`src/rtl/core/opwft_pkg.sv`:
```
package opwft_pkg;

    localparam int MaxCodeBitsDefault = 32;
    localparam int CodeW              = 32;
    localparam int CodeIdxW           = $clog2(CodeW);
    localparam int BitCntW            = 6;
    localparam int ApbAddrW           = 5;
    localparam int ApbDataW           = 32;

    localparam logic [15:0] PulseUnitReset = 16'd400;
    localparam logic [3:0]  RepeatReset    = 4'd8;
    localparam logic [5:0]  SyncHighReset  = 6'd9;
    localparam logic [5:0]  GapReset       = 6'd30;
    localparam logic [3:0]  LongReset      = 4'd3;

    localparam logic [2:0] RegPulseUnit = 3'd0;
    localparam logic [2:0] RegRepeat    = 3'd1;
    localparam logic [2:0] RegSyncHigh  = 3'd2;
    localparam logic [2:0] RegGap       = 3'd3;
    localparam logic [2:0] RegLong      = 3'd4;

    localparam logic ReqTick  = 1'b0;
    localparam logic ReqStart = 1'b1;

    typedef enum logic [5:0] {
        PH_IDLE    = 6'b000001,
        PH_SYNC_HI = 6'b000010,
        PH_SYNC_LO = 6'b000100,
        PH_BIT_HI  = 6'b001000,
        PH_BIT_LO  = 6'b010000,
        PH_GAP     = 6'b100000
    } phase_t;

    typedef struct packed {
        logic [15:0] pulse_unit_ticks;
        logic [3:0]  repeat_count;
        logic [5:0]  sync_high_units;
        logic [5:0]  gap_units;
        logic [3:0]  long_units;
    } cfg_t;

    typedef struct packed {
        logic start_rejected;
        logic busy_res;
        logic line_level;
    } result_t;

endpackage

```
`src/rtl/core/ook_pulse_width_frame_transmitter.sv`:
```
// the result of an accepted request is computed combinationally and captured in the output register
// throughput: one request per cycle, limited only by the single output register stage
// a request is taken while the output register is empty or being drained the same cycle
// reset: synchronous active-low aresetn, sequencer idle, line low, registers to defaults
module ook_pulse_width_frame_transmitter #(
    parameter int MAX_CODE_BITS = opwft_pkg::MaxCodeBitsDefault
) (
    input  logic                             aclk,
    input  logic                             aresetn,
    input  logic                             s_tvalid,
    output logic                             s_tready,
    input  logic [39:0]                      s_tdata,   // code_word, bit_count, pad
    input  logic                             s_tuser,   // req_type
    output logic                             m_tvalid,
    input  logic                             m_tready,
    output logic [7:0]                       m_tdata,   // line_level, busy_res, start_rejected, pad
    input  logic                             psel,
    input  logic                             penable,
    input  logic                             pwrite,
    input  logic [opwft_pkg::ApbAddrW-1:0]   paddr,
    input  logic [opwft_pkg::ApbDataW-1:0]   pwdata,
    output logic [opwft_pkg::ApbDataW-1:0]   prdata,
    output logic                             pready
);

    opwft_pkg::cfg_t    cfg;
    opwft_pkg::result_t result;
    logic               out_ready;
    logic               req_accept;

    assign s_tready   = out_ready;
    assign req_accept = s_tvalid && out_ready;

    opwft_cfg u_cfg (
        .aclk    (aclk),
        .aresetn (aresetn),
        .psel    (psel),
        .penable (penable),
        .pwrite  (pwrite),
        .paddr   (paddr),
        .pwdata  (pwdata),
        .prdata  (prdata),
        .pready  (pready),
        .cfg     (cfg)
    );

    opwft_seq #(
        .MAX_CODE_BITS (MAX_CODE_BITS)
    ) u_seq (
        .aclk       (aclk),
        .aresetn    (aresetn),
        .req_accept (req_accept),
        .req_type   (s_tuser),
        .code_word  (s_tdata[31:0]),
        .bit_count  (s_tdata[37:32]),
        .cfg        (cfg),
        .result     (result)
    );

    opwft_out u_out (
        .aclk     (aclk),
        .aresetn  (aresetn),
        .load     (req_accept),
        .result   (result),
        .ready    (out_ready),
        .m_tvalid (m_tvalid),
        .m_tready (m_tready),
        .m_tdata  (m_tdata)
    );

    a_rej_busy: assert property (@(posedge aclk) disable iff (!aresetn)
        (m_tvalid && m_tdata[2]) |-> m_tdata[1])
        else $error("rejected start without busy");

    a_line_busy: assert property (@(posedge aclk) disable iff (!aresetn)
        (m_tvalid && m_tdata[0]) |-> m_tdata[1])
        else $error("line high while idle");

    a_accept_out: assert property (@(posedge aclk) disable iff (!aresetn)
        (s_tvalid && s_tready) |=> m_tvalid)
        else $error("accepted request produced no result");

endmodule

```
`src/rtl/core/opwft_cfg.sv`:
```
module opwft_cfg (
    input  logic                              aclk,
    input  logic                              aresetn,
    input  logic                              psel,
    input  logic                              penable,
    input  logic                              pwrite,
    input  logic [opwft_pkg::ApbAddrW-1:0]    paddr,
    input  logic [opwft_pkg::ApbDataW-1:0]    pwdata,
    output logic [opwft_pkg::ApbDataW-1:0]    prdata,
    output logic                              pready,
    output opwft_pkg::cfg_t                   cfg
);

    opwft_pkg::cfg_t cfg_reg;
    opwft_pkg::cfg_t cfg_next;
    logic [2:0]      reg_idx;
    logic            wr_en;

    assign reg_idx = paddr[opwft_pkg::ApbAddrW-1:2];
    assign wr_en   = psel && penable && pwrite;
    assign pready  = 1'b1;
    assign cfg     = cfg_reg;

    always_comb begin
        cfg_next = cfg_reg;
        if (wr_en) begin
            unique case (reg_idx)
                opwft_pkg::RegPulseUnit: cfg_next.pulse_unit_ticks = pwdata[15:0];
                opwft_pkg::RegRepeat:    cfg_next.repeat_count     = pwdata[3:0];
                opwft_pkg::RegSyncHigh:  cfg_next.sync_high_units  = pwdata[5:0];
                opwft_pkg::RegGap:       cfg_next.gap_units        = pwdata[5:0];
                opwft_pkg::RegLong:      cfg_next.long_units       = pwdata[3:0];
                default:                 cfg_next = cfg_reg;
            endcase
        end
    end

    always_comb begin
        unique case (reg_idx)
            opwft_pkg::RegPulseUnit: prdata = {16'd0, cfg_reg.pulse_unit_ticks};
            opwft_pkg::RegRepeat:    prdata = {28'd0, cfg_reg.repeat_count};
            opwft_pkg::RegSyncHigh:  prdata = {26'd0, cfg_reg.sync_high_units};
            opwft_pkg::RegGap:       prdata = {26'd0, cfg_reg.gap_units};
            opwft_pkg::RegLong:      prdata = {28'd0, cfg_reg.long_units};
            default:                 prdata = '0;
        endcase
    end

    always_ff @(posedge aclk) begin
        if (!aresetn) begin
            cfg_reg.pulse_unit_ticks <= opwft_pkg::PulseUnitReset;
            cfg_reg.repeat_count     <= opwft_pkg::RepeatReset;
            cfg_reg.sync_high_units  <= opwft_pkg::SyncHighReset;
            cfg_reg.gap_units        <= opwft_pkg::GapReset;
            cfg_reg.long_units       <= opwft_pkg::LongReset;
        end else begin
            cfg_reg <= cfg_next;
        end
    end

endmodule

```
`src/rtl/core/opwft_seq.sv`:
```
module opwft_seq #(
    parameter int MAX_CODE_BITS = opwft_pkg::MaxCodeBitsDefault
) (
    input  logic                              aclk,
    input  logic                              aresetn,
    input  logic                              req_accept,
    input  logic                              req_type,
    input  logic [opwft_pkg::CodeW-1:0]       code_word,
    input  logic [opwft_pkg::BitCntW-1:0]     bit_count,
    input  opwft_pkg::cfg_t                   cfg,
    output opwft_pkg::result_t                result
);

    localparam logic [opwft_pkg::BitCntW:0] MaxBits = (opwft_pkg::BitCntW+1)'(MAX_CODE_BITS);

    opwft_pkg::phase_t               phase_reg, phase_next;
    logic [opwft_pkg::CodeW-1:0]     shift_word_reg, shift_word_next;
    logic [opwft_pkg::BitCntW-1:0]   bits_in_frame_reg, bits_in_frame_next;
    logic [opwft_pkg::BitCntW-1:0]   bit_position_reg, bit_position_next;
    logic [3:0]                      repeats_left_reg, repeats_left_next;
    logic [5:0]                      units_left_reg, units_left_next;
    logic [15:0]                     ticks_left_reg, ticks_left_next;

    logic [15:0] unit_ticks;
    logic [5:0]  sync_units;
    logic [5:0]  gap_units;
    logic [5:0]  long_units;
    logic [3:0]  repeats;
    logic [15:0] tick_dec;
    logic [5:0]  unit_dec;
    logic [3:0]  repeat_dec;
    logic [opwft_pkg::BitCntW-1:0] pos_first;
    logic [opwft_pkg::BitCntW-1:0] pos_dec;
    logic [opwft_pkg::BitCntW-1:0] n_clamped;
    logic        bit_cur;
    logic        bit_first;
    logic        bit_dec;
    logic        rejected;

    function automatic logic code_bit(input logic [opwft_pkg::CodeW-1:0] word,
                                      input logic [opwft_pkg::BitCntW-1:0] pos);
        logic res;
        if (pos >= opwft_pkg::BitCntW'(opwft_pkg::CodeW)) begin
            res = 1'b0;
        end else begin
            res = word[pos[opwft_pkg::CodeIdxW-1:0]];
        end
        return res;
    endfunction

    // zero registers act as one
    assign unit_ticks = (cfg.pulse_unit_ticks == '0) ? 16'd1 : cfg.pulse_unit_ticks;
    assign sync_units = (cfg.sync_high_units == '0) ? 6'd1 : cfg.sync_high_units;
    assign gap_units  = (cfg.gap_units == '0) ? 6'd1 : cfg.gap_units;
    assign long_units = (cfg.long_units == '0) ? 6'd1 : {2'd0, cfg.long_units};
    assign repeats    = (cfg.repeat_count == '0) ? 4'd1 : cfg.repeat_count;

    assign tick_dec   = ticks_left_reg - 16'd1;
    assign unit_dec   = units_left_reg - 6'd1;
    assign repeat_dec = repeats_left_reg - 4'd1;
    assign pos_first  = bits_in_frame_reg - opwft_pkg::BitCntW'(1);
    assign pos_dec    = bit_position_reg - opwft_pkg::BitCntW'(1);
    assign bit_cur    = code_bit(shift_word_reg, bit_position_reg);
    assign bit_first  = code_bit(shift_word_reg, pos_first);
    assign bit_dec    = code_bit(shift_word_reg, pos_dec);
    assign n_clamped  = ({1'b0, bit_count} > MaxBits) ?
                        MaxBits[opwft_pkg::BitCntW-1:0] : bit_count;

    always_comb begin
        phase_next         = phase_reg;
        shift_word_next    = shift_word_reg;
        bits_in_frame_next = bits_in_frame_reg;
        bit_position_next  = bit_position_reg;
        repeats_left_next  = repeats_left_reg;
        units_left_next    = units_left_reg;
        ticks_left_next    = ticks_left_reg;
        rejected           = 1'b0;
        if (req_accept) begin
            if (req_type == opwft_pkg::ReqStart) begin
                if (phase_reg != opwft_pkg::PH_IDLE) begin
                    rejected = 1'b1;
                end else begin
                    shift_word_next    = code_word;
                    bits_in_frame_next = n_clamped;
                    bit_position_next  = '0;
                    repeats_left_next  = repeats;
                    phase_next         = opwft_pkg::PH_SYNC_HI;
                    units_left_next    = sync_units;
                    ticks_left_next    = unit_ticks;
                end
            end else if (phase_reg != opwft_pkg::PH_IDLE) begin
                if (tick_dec != '0) begin
                    ticks_left_next = tick_dec;
                end else if (unit_dec != '0) begin
                    units_left_next = unit_dec;
                    ticks_left_next = unit_ticks;
                end else begin
                    // segment done
                    ticks_left_next = unit_ticks;
                    unique case (phase_reg)
                        opwft_pkg::PH_SYNC_HI: begin
                            phase_next      = opwft_pkg::PH_SYNC_LO;
                            units_left_next = 6'd1;
                        end
                        opwft_pkg::PH_SYNC_LO: begin
                            if (bits_in_frame_reg != '0) begin
                                bit_position_next = pos_first;
                                phase_next        = opwft_pkg::PH_BIT_HI;
                                units_left_next   = bit_first ? 6'd1 : long_units;
                            end else begin
                                phase_next      = opwft_pkg::PH_GAP;
                                units_left_next = gap_units;
                            end
                        end
                        opwft_pkg::PH_BIT_HI: begin
                            phase_next      = opwft_pkg::PH_BIT_LO;
                            units_left_next = bit_cur ? long_units : 6'd1;
                        end
                        opwft_pkg::PH_BIT_LO: begin
                            if (bit_position_reg != '0) begin
                                bit_position_next = pos_dec;
                                phase_next        = opwft_pkg::PH_BIT_HI;
                                units_left_next   = bit_dec ? 6'd1 : long_units;
                            end else begin
                                phase_next      = opwft_pkg::PH_GAP;
                                units_left_next = gap_units;
                            end
                        end
                        opwft_pkg::PH_GAP: begin
                            repeats_left_next = repeat_dec;
                            if (repeat_dec != '0) begin
                                phase_next      = opwft_pkg::PH_SYNC_HI;
                                units_left_next = sync_units;
                            end else begin
                                phase_next      = opwft_pkg::PH_IDLE;
                                units_left_next = '0;
                                ticks_left_next = '0;
                            end
                        end
                        default: begin
                            phase_next      = opwft_pkg::PH_IDLE;
                            units_left_next = unit_dec;
                            ticks_left_next = tick_dec;
                        end
                    endcase
                end
            end
        end
    end

    assign result.line_level     = (phase_next == opwft_pkg::PH_SYNC_HI) ||
                                   (phase_next == opwft_pkg::PH_BIT_HI);
    assign result.busy_res       = (phase_next != opwft_pkg::PH_IDLE);
    assign result.start_rejected = rejected;

    always_ff @(posedge aclk) begin
        if (!aresetn) begin
            phase_reg         <= opwft_pkg::PH_IDLE;
            shift_word_reg    <= '0;
            bits_in_frame_reg <= '0;
            bit_position_reg  <= '0;
            repeats_left_reg  <= '0;
            units_left_reg    <= '0;
            ticks_left_reg    <= '0;
        end else begin
            phase_reg         <= phase_next;
            shift_word_reg    <= shift_word_next;
            bits_in_frame_reg <= bits_in_frame_next;
            bit_position_reg  <= bit_position_next;
            repeats_left_reg  <= repeats_left_next;
            units_left_reg    <= units_left_next;
            ticks_left_reg    <= ticks_left_next;
        end
    end

endmodule

```
`src/rtl/core/opwft_out.sv`:
```
module opwft_out (
    input  logic                aclk,
    input  logic                aresetn,
    input  logic                load,
    input  opwft_pkg::result_t  result,
    output logic                ready,
    output logic                m_tvalid,
    input  logic                m_tready,
    output logic [7:0]          m_tdata
);

    logic               valid_reg, valid_next;
    opwft_pkg::result_t data_reg;

    assign ready      = !valid_reg || m_tready;
    assign valid_next = load || (valid_reg && !m_tready);
    assign m_tvalid   = valid_reg;
    assign m_tdata    = {5'd0, data_reg};

    always_ff @(posedge aclk) begin
        if (!aresetn) begin
            valid_reg <= 1'b0;
        end else begin
            valid_reg <= valid_next;
        end
    end

    always_ff @(posedge aclk) begin
        if (load) begin
            data_reg <= result;
        end
    end

endmodule

```
`config.mk`:
```
export PLATFORM = sky130hd
export DESIGN_NAME = ook_pulse_width_frame_transmitter
export DESIGN_NICKNAME = d
export VERILOG_FILES = /design/src/rtl/core/opwft_pkg.sv /design/src/rtl/core/ook_pulse_width_frame_transmitter.sv /design/src/rtl/core/opwft_cfg.sv /design/src/rtl/core/opwft_seq.sv /design/src/rtl/core/opwft_out.sv
export SDC_FILE = /design/constraint.sdc
export NUM_CORES = 1
export LEC_CHECK = 0
export BUFFER_PORTS_ARGS = -buffer_cell sky130_fd_sc_hd__buf_2
export CORE_UTILIZATION = 50
export DETAILED_ROUTE_END_ITERATION = 16
export GPL_TIMING_DRIVEN = 0
export PLACE_DENSITY = 0.79
export SYNTH_ARGS = -nofsm -noshare
export SYNTH_HDL_FRONTEND = slang
export SYNTH_SLANG_ARGS = --single-unit
```
`constraint.sdc`:
```
create_clock -name aclk -period 4.76 [get_ports aclk]
set_input_delay 0.952 -clock aclk [delete_from_list [all_inputs] [get_ports aclk]]
set_output_delay 0.952 -clock aclk [all_outputs]
set_load 0.05 [all_outputs]
```
## After elaboration in Yosys (flattened, before gate mapping)

Index checks and enable logic that the tools add are counted.

| cells by class | value |
|---|---|
| add/subtract/negate cells | 5 |
| $lt $le $gt $ge | 7 |
| equality and inequality tests | 18 |
| mux-type cells | 60 |
| bitwise logic cells | 1 |
| reduce and logical (&&, ||, !) cells | 34 |

Operators by type and width:

| operator | count |
|---|---|
| $mux 6 | 29 |
| $mux 16 | 7 |
| $pmux 16 s5 | 1 |
| $pmux 6 s5 | 2 |
| $mux 4 | 8 |
| $pmux 16 s2 | 1 |
| $ge 6x6->1 const B | 3 |
| $lt 5x6->1 const B | 3 |
| $reduce_bool 6->1 | 3 |
| $sub 6x1->6 const B | 3 |
| $logic_not 16->1 | 1 |
| $reduce_bool 16->1 | 1 |
| $sub 16x1->16 const B | 1 |
| $bmux 1 s5 | 3 |
| $eq 6x2->1 const B | 2 |
| $eq 6x4->1 const B | 2 |
| $logic_not 6->1 | 2 |
| $ne 6x1->1 const B | 2 |
| $pmux 6 s2 | 1 |
| $reduce_and 2->1 | 5 |
| $logic_not 4->1 | 2 |
| $reduce_and 8->1 | 1 |
| $mux 1 | 7 |
| $eq 3x2->1 const B | 2 |
| 22 further kinds | 33 |

| word-level totals | value |
|---|---|
| flip-flop bits (word level) | 116 |
| output and inout bits | 43 |

## Longest topological paths before layout

| logic depth | value |
|---|---|
| word-level depth | 11 |
| gate-level depth with buffers | 15 |

## Modules after synthesis

A second synthesis with hierarchy kept.

| unflattened totals | value |
|---|---|
| cell total of the unflattened synthesis | 935 |
| area, all modules | 7,729.9 um^2 |

By module, submodules not included:

| module | instances | cells each | area each (um^2) | sequential area each (um^2) |
|---|---|---|---|---|
| opwft_seq | 1 | 706 | 5,602.9 | 1,521.5 |
| opwft_cfg | 1 | 215 | 1,940.6 | 720.7 |
| opwft_out | 1 | 13 | 180.2 | 110.1 |
| ook_pulse_width_frame_transmitter | 1 | 1 | 6.3 | 0.0 |

## Worst setup path before layout

Ideal clock, no wire load.

| timing path | value |
|---|---|
| kind | reg-to-reg |
| from | reg u_seq.bit_position_reg[0] (netlist name) |
| to | reg u_seq.units_left_reg[1] |
| setup time | 0.074 ns |
| data arrival time | 3.509 ns |
| data required time | 4.686 ns |
| path slack | 1.177 ns |
| stages on the path, launching flop included | 16 |
| buffers on the path | 5 |
| cells stage by stage | dfxtp_1 -> clkbuf_1 -> buf_2 -> clkbuf_1 -> inv_1 -> ha_1 -> clkbuf_1 -> buf_1 -> mux4_2 -> mux2i_1 -> nand3b_1 -> o2111ai_1 -> o21ai_0 -> o211a_1 -> or4b_1 -> a31oi_1 |

| on the way | value |
|---|---|
| longest elaborated chain between the ends | 11 |

Ends and longest elaborated chain:

| item | RTL line | text |
|---|---|---|
| from (decl) | opwft_seq.sv:19 | `logic [opwft_pkg::BitCntW-1:0] bit_position_reg, bit_position_next;` |
| from (signal assigned) | opwft_seq.sv:169 | `bit_position_reg <= bit_position_next;` |
| $sub 6x1->6 | opwft_seq.sv:62 | `assign pos_dec = bit_position_reg - opwft_pkg::BitCntW'(1);` |
| $bmux 1 s5 | opwft_seq.sv:46 | `res = word[pos[opwft_pkg::CodeIdxW-1:0]];` |
| $mux 1 (implied by the code) | opwft_seq.sv:46 |  |
| $mux 1 | opwft_seq.sv:43 | `if (pos >= opwft_pkg::BitCntW'(opwft_pkg::CodeW)) begin` |
| $mux 6 | opwft_seq.sv:123 | `units_left_next = bit_dec ? 6'd1 : long_units;` |
| $mux 6 | opwft_seq.sv:120 | `if (bit_position_reg != '0) begin` |
| $pmux 6 s5 (*) | opwft_seq.sv:100 | `unique case (phase_reg)` |
| $mux 6 (*) | opwft_seq.sv:94 | `end else if (unit_dec != '0) begin` |
| $mux 6 (*) | opwft_seq.sv:92 | `if (tick_dec != '0) begin` |
| $mux 6 (*) | opwft_seq.sv:91 | `end else if (phase_reg != opwft_pkg::PH_IDLE) begin` |
| $mux 6 (*) | opwft_seq.sv:79 | `if (req_type == opwft_pkg::ReqStart) begin` |
| to (signal assigned) | opwft_seq.sv:171 | `units_left_reg <= units_left_next;` |
| to (decl) | opwft_seq.sv:21 | `logic [5:0] units_left_reg, units_left_next;` |

Every way passes the cells marked *; elsewhere a longest branch is shown, timed or not. The select of a mux whose other input is x is not followed.
A chain may end at the register's enable or synchronous reset.

## Final worst setup path

| timing path | value |
|---|---|
| from | reg u_seq.bit_position_reg[0] (netlist name) |
| to | reg u_seq.units_left_reg[2] |

The elaborated chain is that of the path after synthesis.

==> impl_summary.txt <==
----------------------------------------------------
[Worst setup path]
  Arrival time at the worst endpoint ... 4620 ps
  Crit-path cells ... clkbuf_1 -> buf_2 -> clkbuf_1 -> inv_1 -> ha_1 -> xnor2_2 -> mux2_2 -> nor4_1 -> o21ai_0 -> o21ai_0 -> o211a_1 -> o21ai_0 -> a41o_1
  Kind of launch point of the worst setup path ... flop
  Largest fanout of any net on the critical path ... 10
  Cell with the most instances on the worst path ... sky130_fd_sc_hd__o21ai_0
  Slowest cell on the critical path ... sky130_fd_sc_hd__xnor2_2
  Worst Reg2Reg Path Length in Cells ... 13
  Type of element capturing the critical path ... flop
  RR Startpoint ... u_seq.bit_position_reg[0]$_SDFFE_PN0P_
  Kind of critical path ... reg -> reg
  Critical R2R Capture ... u_seq.units_left_reg[2]$_SDFFE_PN0P_
  Required time worst endpoint ... 5080 ps
  Crit path largest cell delay ... 540 ps
  Register-to-register path setup slack ... 450 ps

[Yosys]
  Netlist Area Pre-Place ... 0.00751 mm^2
  Sequential share of the synthesized area ... 31.3%
  Fraction of registers with async set/reset ... 0%
  Flip-flop and latch count after synthesis ... 116
  Dominant register cell in the synthesized netlist ... sky130_fd_sc_hd__dfxtp_1
  Top cells by area in the synthesized netlist ... sky130_fd_sc_hd__dfxtp_1, sky130_fd_sc_hd__nand2_1, sky130_fd_sc_hd__mux4_2
  Yosys top cell by area ... sky130_fd_sc_hd__dfxtp_1
  Synth top cells by count ... sky130_fd_sc_hd__nand2_1, sky130_fd_sc_hd__dfxtp_1, sky130_fd_sc_hd__a21oi_1
  Most frequent cell after synthesis ... sky130_fd_sc_hd__nand2_1
  Post-synth cell types ... 82
  Area share of the largest cell type after synthesis ... 30.1%
  Synth warn ... 0
  Average cell area after synthesis ... 8.05 um^2
  Number of enable flip-flop cells after synthesis ... 3
  Post-Syn Instances ... 933

[Detailed routing]
  Detailed-route wire length ... 21,200 um
  Routed via count ... 7,518
  Count of antenna-violating nets left after detailed routing ... 0
  Via density per instance ... 6.00
  DR iter-0 viols ... 662
  Number of DRC violations after detailed routing ... 0
  First-pass iteration count of the detailed router ... 5
  Mean routed wirelength per cell ... 16.9 um

[Timing]
  Final critical path time including I/O delays and setup ... 4310 ps
  Setup clock skew after layout ... 6.95 ps
  Setup-violating endpoint count in the final report ... 0
  Worst slew pin tran ... 1040 ps
  Timing-limited maximum frequency ... 232 MHz
  Setup TNS ... 0 ps
  Headroom to the max-slew limit ... 30.6%
  Total count of max-transition violations in the final report ... 0
  Final Hold Fails ... 0
  Setup repair after global routing missed its margin ... false
  Period utilization ... 90.5%

[Hold path]
  Startpoint of the most critical hold path ... u_seq.shift_word_reg[0]$_SDFFE_PN0P_
  Endpoint with the worst hold slack ... u_seq.shift_word_reg[0]$_SDFFE_PN0P_
  Hold WC Path Type ... reg -> reg
  Worst hold path cell count ... 2

[Place]
  Dpl hpwl ... 15,300 um
  RD Place Congestion ... 0.934
  Number of buffers added on ports ... 84

[Global routing]
  Pin count of the biggest net entering global routing ... 17
  Number of antenna violations at the first check in global routing ... 0
  Vias in the first global route ... 6,912
  Aggregate global routing overflow ... 0
  Global-route wire length before repair ... 34,900 um
  Global-route usage over all layers ... 28.0%

[Power]
  Peak ir drop on the vdd network ... 245 uV
  Leakage power ... 3.48 nW
  Cell Pwr Density ... 348 mW/mm^2

[Finish]
  Fin util ... 60.6%
  Fraction of final layout cells sized beyond drive strength 1 ... 19.0%
  Synth-to-layout area growth ... 17.6%
  Area of combinational cells with multiple inputs ... 0.00470 mm^2
  Number of nets in the final layout ... 1,151
  Fill count ... 1,305
  Number of diodes ... 0
  Area taken by flip-flops and latches ... 0.00235 mm^2
  Max reg flops ... 36

[Clock tree]
  Root Driver ... sky130_fd_sc_hd__clkbuf_16
  Post-CTS Setup Bufs ... 0
  Total clock buffers created by CTS ... 17
  Clock edge transition at the registers on the reported setup and hold paths ... 60 ps
  Clock tree from TritonCTS ... yes
  Num Clock Sinks ... 116
  H-tree levels ... 4
  Worst skew pair latency ... 420 ps
  CTS hold repair buffers ... 0
  Worst-case clock buffer depth ... 2

[Outcome]
  Status ... finished, final reports clean

[Floorplan]
  Core Region ... 0.0146 mm^2
  Height of the chip ... 125 um
  Overall die width ... 125 um
  Initial standard-cell utilization of the core ... 51.5%
  Number of top-level pins ... 128
  Floorplan die area ... 0.0155 mm^2
  Number of rows created at floorplan ... 44

[Run]
  Max-cap violation count ... 0

----------------------------------------------------
==> final cells by class <==
type	count	area share, %
multi-input cells	726	53.2
flip-flops and latches	116	26.6
clock buffers	22	5.59
plain buffers	87	5.07
repair buffers	84	4.76
well taps	184	2.60
clock inverters	10	1.16
inverters	24	1.02
==> logic make-up (layout without fill, tap and decap cells) <==
group	after synthesis	count (layout)	share of synthesized area, %
other	2	22	0.0999
and+or+nand+nor	395	395	26.5
xor gates and xnor gates	21	21	2.55
buffers and inverters	111	227	7.14
muxes	63	63	12.1
DFF	116	116	31.3
adders and majority gates	10	10	1.67
AOI/OAI and AO/OA	215	215	18.7
==> critical path: cells and delay by family (launching register included) <==
kind            cells  cell delay (ps)
flops               1              300
mux                 1              420
simple gates        1              360
xor+xnor            1              540
buf+inv             4             1240
compound gates      5             1000
fa+ha+maj           1              340
==> metrics by stage <==
| step | hold WS (ps) | worst slack (ps) | cell area, um^2 | total power [mW] | instances |
|---|---|---|---|---|---|
| after floorplan | 451 | 1180 | 7590 | 1.63 | 953 |
| after global placement | 470 | 270 | 8240 | 1.78 | 1221 |
| after detailed placement | 477 | 311 | 8240 | 1.79 | 1221 |
| after CTS | 487 | 363 | 8840 | 3.07 | 1253 |
| after global routing | 516 | 163 | 8840 | 3.19 | 1253 |
| final | 487 | 454 | 8840 | 3.08 | 1253 |
==> where the power goes <==
part | leakage [nW] | internal, mW | switching (mW)
registers | 0.947 | 1.02 | 0.0516
logic | 2.23 | 0.272 | 0.444
clock network | 0.301 | 0.831 | 0.458
==> worst max path at each step <==
stage | start | to | slack (ps) | cells past startpoint
after floorplan | u_seq.bit_position_reg[0]$_SDFFE_PN0P_ | u_seq.units_left_reg[1]$_SDFFE_PN0P_ | 1180 | 15
after global placement | s_tuser | u_seq.bit_position_reg[1]$_SDFFE_PN0P_ | 270 | 11
after detailed placement | s_tuser | u_seq.bit_position_reg[5]$_SDFFE_PN0P_ | 310 | 11
after CTS | u_seq.bit_position_reg[0]$_SDFFE_PN0P_ | u_seq.units_left_reg[1]$_SDFFE_PN0P_ | 360 | 15
after global routing | u_seq.bit_position_reg[0]$_SDFFE_PN0P_ | u_seq.units_left_reg[1]$_SDFFE_PN0P_ | 160 | 15
final | u_seq.bit_position_reg[0]$_SDFFE_PN0P_ | u_seq.units_left_reg[2]$_SDFFE_PN0P_ | 450 | 13
==> repair_timing <==
action                                  CTS  global route
endpoints found under the setup margin    0             1
endpoints found under the hold margin     0             0
resized for setup                         0             1
==> layout by cell type, fill, tap and decap left out, types with 7 or more instances in the layout <==
master,synthesis,routed
sky130_fd_sc_hd__nand2_1,159,159
sky130_fd_sc_hd__dfxtp_1,113,113
sky130_fd_sc_hd__buf_2,5,89
sky130_fd_sc_hd__a21oi_1,84,84
sky130_fd_sc_hd__nor2_1,74,74
sky130_fd_sc_hd__clkbuf_1,53,53
sky130_fd_sc_hd__o21ai_0,36,36
sky130_fd_sc_hd__mux2i_1,30,30
sky130_fd_sc_hd__nor3_1,25,25
sky130_fd_sc_hd__inv_1,23,23
sky130_fd_sc_hd__buf_4,22,22
sky130_fd_sc_hd__conb_1,2,22
sky130_fd_sc_hd__mux4_2,21,21
sky130_fd_sc_hd__nand3_1,18,18
sky130_fd_sc_hd__clkbuf_16,0,17
sky130_fd_sc_hd__a22oi_1,15,15
sky130_fd_sc_hd__and2_1,14,14
sky130_fd_sc_hd__xnor2_1,14,14
sky130_fd_sc_hd__nor4_1,14,14
sky130_fd_sc_hd__nand3b_1,13,13
sky130_fd_sc_hd__mux2_2,12,12
sky130_fd_sc_hd__and3_1,10,10
sky130_fd_sc_hd__nor3b_1,10,10
sky130_fd_sc_hd__ha_1,10,10
sky130_fd_sc_hd__o22ai_1,9,9
sky130_fd_sc_hd__a31oi_1,8,8
sky130_fd_sc_hd__or3_1,8,8
sky130_fd_sc_hd__o211ai_1,8,8
sky130_fd_sc_hd__clkinv_2,0,7
==> metal layers <==
layer  share of wire (%)  GRT usage [%]  up-vias
li1                    -              -     3564
met3                 8.0           4.90       42
met5                   0              0        -
met2                  45           42.5      356
met1                  45           39.3     3556
met4                 2.1           10.8        0
No activity file was read; power rests on OpenSTA's default activity.
